## src/rtl/core/epd_pkg.sv

```systemverilog
// package for the epoch seconds to calendar date block
// types, state codes, calendar and second-count constants, month length function
// no dependencies
package epd_pkg;

	localparam int UnixWidth = 34;
	localparam int ZoneWidth = 17;
	localparam int SumWidth  = 35;
	localparam int SecWidth  = 34;

	localparam logic [ZoneWidth-1:0] ZONE_RESET = 17'd32400;
	localparam logic [11:0] YEAR_BASE     = 12'd1970;
	localparam logic [11:0] YEAR_LAST     = 12'd2242;
	localparam logic [6:0]  YEAR_BASE_100 = 7'd70;
	localparam logic [8:0]  YEAR_BASE_400 = 9'd370;
	localparam logic [6:0]  CENTURY_LAST  = 7'd99;
	localparam logic [8:0]  CYCLE_LAST    = 9'd399;
	localparam logic [3:0]  MONTH_FIRST   = 4'd1;
	localparam logic [3:0]  MONTH_LAST    = 4'd12;

	// seconds in a minute, hour, day, month and year
	localparam logic [SecWidth-1:0] SECS_PER_MINUTE  = 34'd60;
	localparam logic [SecWidth-1:0] SECS_PER_HOUR    = 34'd3600;
	localparam logic [SecWidth-1:0] SECS_PER_DAY     = 34'd86400;
	localparam logic [SecWidth-1:0] SECS_MONTH_28    = 34'd2419200;
	localparam logic [SecWidth-1:0] SECS_MONTH_29    = 34'd2505600;
	localparam logic [SecWidth-1:0] SECS_MONTH_30    = 34'd2592000;
	localparam logic [SecWidth-1:0] SECS_MONTH_31    = 34'd2678400;
	localparam logic [SecWidth-1:0] SECS_COMMON_YEAR = 34'd31536000;
	localparam logic [SecWidth-1:0] SECS_LEAP_YEAR   = 34'd31622400;

	typedef logic signed [ZoneWidth-1:0] zone_t;

	typedef struct packed {
		logic signed [UnixWidth-1:0] unix_seconds;
	} item_t;

	typedef struct packed {
		logic        valid_res;
		logic [11:0] year;
		logic [3:0]  month;
		logic [4:0]  day;
		logic [4:0]  hour;
		logic [5:0]  minute;
		logic [5:0]  second;
	} result_t;

	typedef struct packed {
		logic    done;
		logic    idle;
		result_t res;
	} seq_status_t;

	typedef enum logic [2:0] {
		ST_IDLE,
		ST_YEAR,
		ST_MONTH,
		ST_DAY,
		ST_HOUR,
		ST_MINUTE,
		ST_DONE
	} state_t;

	function automatic logic [SecWidth-1:0] month_seconds(input logic [3:0] m,
			input logic leap);
		logic [SecWidth-1:0] n;
		begin
			unique case (m)
				4'd2:                     n = leap ? SECS_MONTH_29 : SECS_MONTH_28;
				4'd4, 4'd6, 4'd9, 4'd11:  n = SECS_MONTH_30;
				default:                  n = SECS_MONTH_31;
			endcase
			return n;
		end
	endfunction

endpackage

```

## src/rtl/core/epd_stream_if.sv

```systemverilog
// valid/ready channel carrying one payload beat
// payload type is a parameter, no dependencies
interface epd_stream_if #(parameter type payload_t = logic);
	logic     valid;
	logic     ready;
	payload_t data;

	modport source (output valid, output data, input ready);
	modport sink (input valid, input data, output ready);
endinterface

```

## src/rtl/core/epd_alu.sv

```systemverilog
// shared subtract and compare unit used by every sequencer step
// depends on epd_pkg for widths
module epd_alu (
	input  logic [epd_pkg::SecWidth-1:0] a,
	input  logic [epd_pkg::SecWidth-1:0] b,
	output logic [epd_pkg::SecWidth-1:0] diff,
	output logic                         ge
);
	logic [epd_pkg::SecWidth:0] wide;

	assign wide = {1'b0, a} - {1'b0, b};
	assign diff = wide[epd_pkg::SecWidth-1:0];
	assign ge   = ~wide[epd_pkg::SecWidth];
endmodule

```

## src/rtl/core/epd_seq.sv

```systemverilog
// sequencer: year, month, day, hour and minute walk by repeated subtraction
// all steps share one epd_alu; types and constants from epd_pkg
module epd_seq (
	input  logic                 clk,
	input  logic                 arst_n,
	input  logic                 start,
	input  epd_pkg::item_t       start_item,
	input  epd_pkg::zone_t       zone,
	input  logic                 take,
	output epd_pkg::seq_status_t status
);
	epd_pkg::state_t state_q, state_nxt;

	logic [epd_pkg::SecWidth-1:0] s_q;
	logic [4:0]  day_q;
	logic [4:0]  hr_q;
	logic [5:0]  min_q;
	logic [11:0] y_q;
	logic [6:0]  c100_q;
	logic [8:0]  c400_q;
	logic [3:0]  m_q;
	logic        ok_q;

	logic signed [epd_pkg::SumWidth-1:0] t_sum;
	logic        leap;
	logic        year_over;
	logic        month_more;
	logic [epd_pkg::SecWidth-1:0] alu_b, alu_diff;
	logic        alu_ge;

	assign t_sum = epd_pkg::SumWidth'(start_item.unix_seconds) + epd_pkg::SumWidth'(zone);
	assign leap = (y_q[1:0] == 2'd0) && ((c100_q != 7'd0) || (c400_q == 9'd0));
	assign year_over = (y_q > epd_pkg::YEAR_LAST);
	assign month_more = (m_q < epd_pkg::MONTH_LAST) && alu_ge;

	epd_alu u_alu (
		.a    (s_q),
		.b    (alu_b),
		.diff (alu_diff),
		.ge   (alu_ge)
	);

	// next state
	always_comb begin
		state_nxt = state_q;
		unique case (state_q)
			epd_pkg::ST_IDLE: begin
				if (start) begin
					state_nxt = t_sum[epd_pkg::SumWidth-1] ? epd_pkg::ST_DONE
						: epd_pkg::ST_YEAR;
				end
			end
			epd_pkg::ST_YEAR: begin
				if (year_over) state_nxt = epd_pkg::ST_DONE;
				else if (!alu_ge) state_nxt = epd_pkg::ST_MONTH;
			end
			epd_pkg::ST_MONTH: begin
				if (!month_more) state_nxt = epd_pkg::ST_DAY;
			end
			epd_pkg::ST_DAY: begin
				if (!alu_ge) state_nxt = epd_pkg::ST_HOUR;
			end
			epd_pkg::ST_HOUR: begin
				if (!alu_ge) state_nxt = epd_pkg::ST_MINUTE;
			end
			epd_pkg::ST_MINUTE: begin
				if (!alu_ge) state_nxt = epd_pkg::ST_DONE;
			end
			epd_pkg::ST_DONE: begin
				if (take) state_nxt = epd_pkg::ST_IDLE;
			end
			default: state_nxt = epd_pkg::ST_IDLE;
		endcase
	end

	// operand select for the shared unit
	always_comb begin
		unique case (state_q)
			epd_pkg::ST_YEAR: begin
				alu_b = leap ? epd_pkg::SECS_LEAP_YEAR : epd_pkg::SECS_COMMON_YEAR;
			end
			epd_pkg::ST_MONTH:  alu_b = epd_pkg::month_seconds(m_q, leap);
			epd_pkg::ST_DAY:    alu_b = epd_pkg::SECS_PER_DAY;
			epd_pkg::ST_HOUR:   alu_b = epd_pkg::SECS_PER_HOUR;
			epd_pkg::ST_MINUTE: alu_b = epd_pkg::SECS_PER_MINUTE;
			default:            alu_b = '0;
		endcase
	end

	always_ff @(posedge clk or negedge arst_n) begin
		if (!arst_n) begin
			state_q <= epd_pkg::ST_IDLE;
		end else begin
			state_q <= state_nxt;
		end
	end

	// datapath, remaining seconds in s_q, zero-based day count in day_q
	always_ff @(posedge clk) begin
		unique case (state_q)
			epd_pkg::ST_IDLE: begin
				if (start) begin
					ok_q   <= ~t_sum[epd_pkg::SumWidth-1];
					s_q    <= t_sum[epd_pkg::SecWidth-1:0];
					y_q    <= epd_pkg::YEAR_BASE;
					c100_q <= epd_pkg::YEAR_BASE_100;
					c400_q <= epd_pkg::YEAR_BASE_400;
					m_q    <= epd_pkg::MONTH_FIRST;
					day_q  <= '0;
					hr_q   <= '0;
					min_q  <= '0;
				end
			end
			epd_pkg::ST_YEAR: begin
				if (year_over) begin
					ok_q <= 1'b0;
				end else if (alu_ge) begin
					s_q    <= alu_diff;
					y_q    <= y_q + 12'd1;
					c100_q <= (c100_q == epd_pkg::CENTURY_LAST) ? 7'd0 : c100_q + 7'd1;
					c400_q <= (c400_q == epd_pkg::CYCLE_LAST) ? 9'd0 : c400_q + 9'd1;
				end
			end
			epd_pkg::ST_MONTH: begin
				if (month_more) begin
					s_q <= alu_diff;
					m_q <= m_q + 4'd1;
				end
			end
			epd_pkg::ST_DAY: begin
				if (alu_ge) begin
					s_q   <= alu_diff;
					day_q <= day_q + 5'd1;
				end
			end
			epd_pkg::ST_HOUR: begin
				if (alu_ge) begin
					s_q  <= alu_diff;
					hr_q <= hr_q + 5'd1;
				end
			end
			epd_pkg::ST_MINUTE: begin
				if (alu_ge) begin
					s_q   <= alu_diff;
					min_q <= min_q + 6'd1;
				end
			end
			default: begin
			end
		endcase
	end

	always_comb begin
		status.done = (state_q == epd_pkg::ST_DONE);
		status.idle = (state_q == epd_pkg::ST_IDLE);
		status.res  = '0;
		if (ok_q) begin
			status.res.valid_res = 1'b1;
			status.res.year      = y_q;
			status.res.month     = m_q;
			status.res.day       = day_q + 5'd1;
			status.res.hour      = hr_q;
			status.res.minute    = min_q;
			status.res.second    = s_q[5:0];
		end
	end
endmodule

```

## src/rtl/core/epoch_seconds_to_datetime.sv

```systemverilog
// top level: unix seconds plus zone offset to calendar date and time
// depends on epd_pkg, epd_stream_if, epd_seq, epd_alu
//
// channel  dir  payload               beat when
// item     in   unix_seconds (34 s)   item.valid & item.ready
// result   out  result_t fields       result.valid & result.ready
// cfg      in   zone_offset (17 s)    cfg.valid & cfg.ready
//
// one item: accept, then the year step subtracts whole years, the month step whole
// months up to December, then day, hour and minute by subtraction, then done; all
// steps run one after another on the single shared subtract/compare unit
// a negative shifted time goes straight to done; arst_n clears the sequencer,
// output valid and resets the offset to 32400
// item.ready is high only while idle; done waits for a free output register
module epoch_seconds_to_datetime (
	input  logic       clk,
	input  logic       arst_n,
	epd_stream_if.sink   item,
	epd_stream_if.source result,
	epd_stream_if.sink   cfg
);
	epd_pkg::zone_t       zone_q;
	epd_pkg::seq_status_t status;
	epd_pkg::result_t     res_q;
	logic                 res_valid_q;
	logic                 take;

	assign cfg.ready  = 1'b1;
	assign item.ready = status.idle;
	assign take       = status.done && (!res_valid_q || result.ready);

	always_ff @(posedge clk or negedge arst_n) begin
		if (!arst_n) begin
			zone_q <= epd_pkg::ZONE_RESET;
		end else if (cfg.valid) begin
			zone_q <= cfg.data;
		end
	end

	epd_seq u_seq (
		.clk        (clk),
		.arst_n     (arst_n),
		.start      (item.valid && item.ready),
		.start_item (item.data),
		.zone       (zone_q),
		.take       (take),
		.status     (status)
	);

	always_ff @(posedge clk or negedge arst_n) begin
		if (!arst_n) begin
			res_valid_q <= 1'b0;
		end else if (take) begin
			res_valid_q <= 1'b1;
		end else if (result.ready) begin
			res_valid_q <= 1'b0;
		end
	end

	always_ff @(posedge clk) begin
		if (take) res_q <= status.res;
	end

	assign result.valid = res_valid_q;
	assign result.data  = res_q;
endmodule

```

## src/flat_wrapper.sv

```systemverilog
// flat-port wrapper written by rule: the top's interface ports become plain ports
module epoch_seconds_to_datetime_flat 
  (clk, arst_n, item_valid, item_data, item_ready, result_valid, result_data, result_ready, cfg_valid, cfg_data, cfg_ready);
  epd_stream_if item_i ();
  epd_stream_if result_i ();
  epd_stream_if cfg_i ();
  input  logic clk;
  input  logic arst_n;
  input wire logic [$bits(item_i.valid)-1:0] item_valid;
  input wire logic [$bits(item_i.data)-1:0] item_data;
  output wire logic [$bits(item_i.ready)-1:0] item_ready;
  output wire logic [$bits(result_i.valid)-1:0] result_valid;
  output wire logic [$bits(result_i.data)-1:0] result_data;
  input wire logic [$bits(result_i.ready)-1:0] result_ready;
  input wire logic [$bits(cfg_i.valid)-1:0] cfg_valid;
  input wire logic [$bits(cfg_i.data)-1:0] cfg_data;
  output wire logic [$bits(cfg_i.ready)-1:0] cfg_ready;
  assign item_i.valid = item_valid;
  assign item_i.data = item_data;
  assign item_ready = item_i.ready;
  assign result_valid = result_i.valid;
  assign result_data = result_i.data;
  assign result_i.ready = result_ready;
  assign cfg_i.valid = cfg_valid;
  assign cfg_i.data = cfg_data;
  assign cfg_ready = cfg_i.ready;
  epoch_seconds_to_datetime u_core (.clk(clk), .arst_n(arst_n), .item(item_i), .result(result_i), .cfg(cfg_i));
endmodule
```

## config.mk

```make
export PLATFORM = sky130hd
export DESIGN_NAME = epoch_seconds_to_datetime_flat
export DESIGN_NICKNAME = d
export VERILOG_FILES = /design/src/rtl/core/epd_pkg.sv /design/src/rtl/core/epd_stream_if.sv /design/src/rtl/core/epd_alu.sv /design/src/rtl/core/epd_seq.sv /design/src/rtl/core/epoch_seconds_to_datetime.sv /design/src/flat_wrapper.sv
export SDC_FILE = /design/constraint.sdc
export NUM_CORES = 1
export LEC_CHECK = 0
export BUFFER_PORTS_ARGS = -buffer_cell sky130_fd_sc_hd__buf_2
export CORE_MARGIN = 4
export CORE_UTILIZATION = 31
export DETAILED_ROUTE_END_ITERATION = 10
export PLACE_DENSITY_LB_ADDON = 0.1
export SLEW_MARGIN = 20
export SYNTH_ARGS = -nofsm -noshare
export SYNTH_HDL_FRONTEND = slang
export SYNTH_SLANG_ARGS = --single-unit
```

## constraint.sdc

```tcl
create_clock -name clk -period 6.9 [get_ports clk]
set_input_delay 1.035 -clock clk [delete_from_list [all_inputs] [get_ports clk]]
set_output_delay 1.035 -clock clk [all_outputs]
set_load 0.03 [all_outputs]
```

==> metrics.yaml <==
synth:
  syn_area_um2: 5110
  synth_compound_area_share_pct: 19.1
  synth_ff_type: "edfxtp_1"
  syn_inst: 543
  synth_nets: 583
  avgSynthCellArea_um2: 9.42
  synth_edf_count: 67
  synth_fa_ha_area_share_pct: 8.22
  ys_types: 69
  synth-simple-area-share_pct: 20.3
  synth-seq-cells: 73
  synth_xor_area_share_pct: 5.82
  synth-seq-area-share_pct: 42.3
  synth_top_family_by_area: "simple AND/OR/NAND/NOR gates"
  ys_async_sr_fraction_pct: 8.22
  synth.area.mux_share_pct: 0.612
  yosysWarnings: 0
timing:
  tns_ps: 0
  worst_slew_pin_slew_ps: 882
  finalSetupViolations: 0
  fmax_mhz: 205
  period_needed_ps: 4890
  rsz0062_at_grt: "no"
  slew_violations: 0
  fin_worst_skew_ps: 13.1
  hold_violations: 0
  fin_crit_sh_pct: 70.8
  relSlewSlack_pct: 41.0
drt:
  drt_iter0_markers: 180
  drc: 0
  post_drt_wl_per_cell_um: 15.0
  ant_nets: 0
  finalWirelength_um: 11600
  firstDrtPassIters: 4
  via_per_inst: 5.04
  vias: 3892
min_path:
  hp-class: "reg -> reg"
finish:
  final_cell_mix: "edfxtp_1 (67), nand2_1 (53), nor2_1 (49)"
  nets: 591
  mostFrequentLayoutCell: "edfxtp_1"
  syn2layout_area_growth_pct: 12.2
  drive_gt1_share_pct: 9.35
  antennaDiodeCount: 0
  fill_cells: 1672
  fin_cells: 772
critical_path:
  end_kind: "flop"
  crit_fanout: 18
  path_class: "reg -> reg"
  arrival_ps: 4930
  critPathLaunchType: "flop"
  crit_required_ps: 6940
clock_tree:
  cts_hold_buf: 0
  cts_made_buffers: 9
  clock_path_buffers: 2
  cts_resized: 0
  root_buffer: "clkbuf_16"
  cts_max_level: 3
  post-cts-setup-buffers: 0
  clock_latency_ps: 340
  clock_sinks: 73
  path_clk_slew_ps: 60
  cts_tree: "built"
global_routing:
  grt_pass1_wl_um: 19200
  grt_max_degree: 33
  first_global_vias: 3803
  grt_usage_pct: 13.2
  antenna_found_initial: 0
  gr-total-overflow: 0
die:
  pin_count: 11
  start_util_pct: 32.0
  die_x_um: 136
  core_um2: 16000
  dieArea_um2: 18600
  die_height_um: 136
  row_count: 46
power:
  leakage_nw: 2.09
  max-vdd-ir-drop_mv: 0.137
  power_density_nw_per_um2: 481
  finalPower_mw: 2.76
run_status:
  status: "complete, no violations"
place:
  gp_congestion: 0.805
  dpl.hpwl_um: 8410
  port_buffers: 9
  placed_cells: 755
run:
  cap_viol_max_count: 0
[state kept, by name, summed over array words and instances (netlist names)]
name                  cells
u_core.u_seq.m_q          4
u_core.u_seq.c100_q       7
u_core.result.data        1
u_core.u_seq.ok_q         1
u_core.u_seq.state_q      3
u_core.u_seq.c400_q       9
u_core.zone_q             2
u_core.result.valid       1
u_core.u_seq.y_q         12
u_core.u_seq.s_q         33
[critical path, stage by stage (launching register included)]
cell and delay (ps):
edfxtp_1 490, nor3_1 280, nand3_1 110, o21ai_1 460, nand2_1 170, a21oi_1 170, o21ai_0 180, ha_1 420
o21a_1 140, o21ai_0 160, a211oi_2 380, o31ai_4 140, o21ai_2 440, o22ai_1 200, a21oi_4 610, buf_16 230
[cell usage after synthesis, drive strengths merged (8+ instances only)]
cell	number	area share, %
or2	8	0.98
xor2	19	3.3
a21oi	42	4.2
nand3	23	2.3
and3	13	1.6
clkbuf	12	1.1
nor3	17	1.8
nand2b	9	1.1
edfxtp	67	39
nor2	49	3.6
inv	30	2.2
ha	32	7.8
nand2	53	3.9
o21ai	46	4.8
xnor2	15	2.6
or3	12	1.5
[layer usage]
layer | global-route usage [%] | share of wire, % | up-vias
met5 | 0 | 0 | -
met4 | 2.69 | 0.88 | 0
met3 | 3.74 | 2.6 | 6
met2 | 21.3 | 47 | 40
met1 | 17.6 | 50 | 1847
li1 | - | - | 1999
[final timing paths]
kind	from	to	slack (ps)	cells past startpoint
setup / recovery	u_core.u_seq.c100_q[2]	u_core.u_seq.s_q[24]	2010	15
hold / removal	u_core.zone_q[13]	u_core.zone_q[13]	480	1
setup reg to reg	u_core.u_seq.c100_q[2]	u_core.u_seq.s_q[24]	2010	15
hold reg to reg	u_core.zone_q[13]	u_core.zone_q[13]	480	1
max in group asynchronous	arst_n	u_core.zone_q[13]	6180	1
min in group asynchronous	arst_n	u_core.zone_q[0]	510	1
[area by class of cell]
cell class                 count  area (um2)  share of cell area, %
multi-input combinational    425        2790                   48.6
sequential                    73        2160                   37.7
tap                          216         270                   4.71
clock buffer                  11         233                   4.06
inverter                      30         113                   1.96
timing repair buffer          12        87.6                   1.53
clock inverter                 5        81.3                   1.42
[cells by family after synthesis]
family	count (synthesis)
AO/OA/AOI/OAI	145
XOR/XNOR	34
adder cells (fa/ha/maj)	33
buffers and inverters	45
flip-flops	73
multiplexers	3
other	1
AND/OR/NAND/NOR	209
[through the flow]
stage,instance area [um2],hold slack [ps],util (%),setup WS [ps]
5_1_grt,5740,495,35.9,1500
4_1_cts,5710,485,35.7,1740
3_3_place_gp,5400,473,33.7,1890
3_5_place_dp,5400,475,33.7,1760
2_1_floorplan,5110,463,-,1450
6_report,5740,485,35.9,2010
[power by group]
group / switching, mW / internal [mW] / total (mW) / leakage [nW]
Clock: 0.182 / 0.317 / 0.499 / 0.150
Sequential: 0.101 / 0.733 / 0.834 / 0.692
Combinational: 0.857 / 0.569 / 1.43 / 1.25
Total: 1.14 / 1.62 / 2.76 / 2.09
Power figures use the tool's default switching activity.
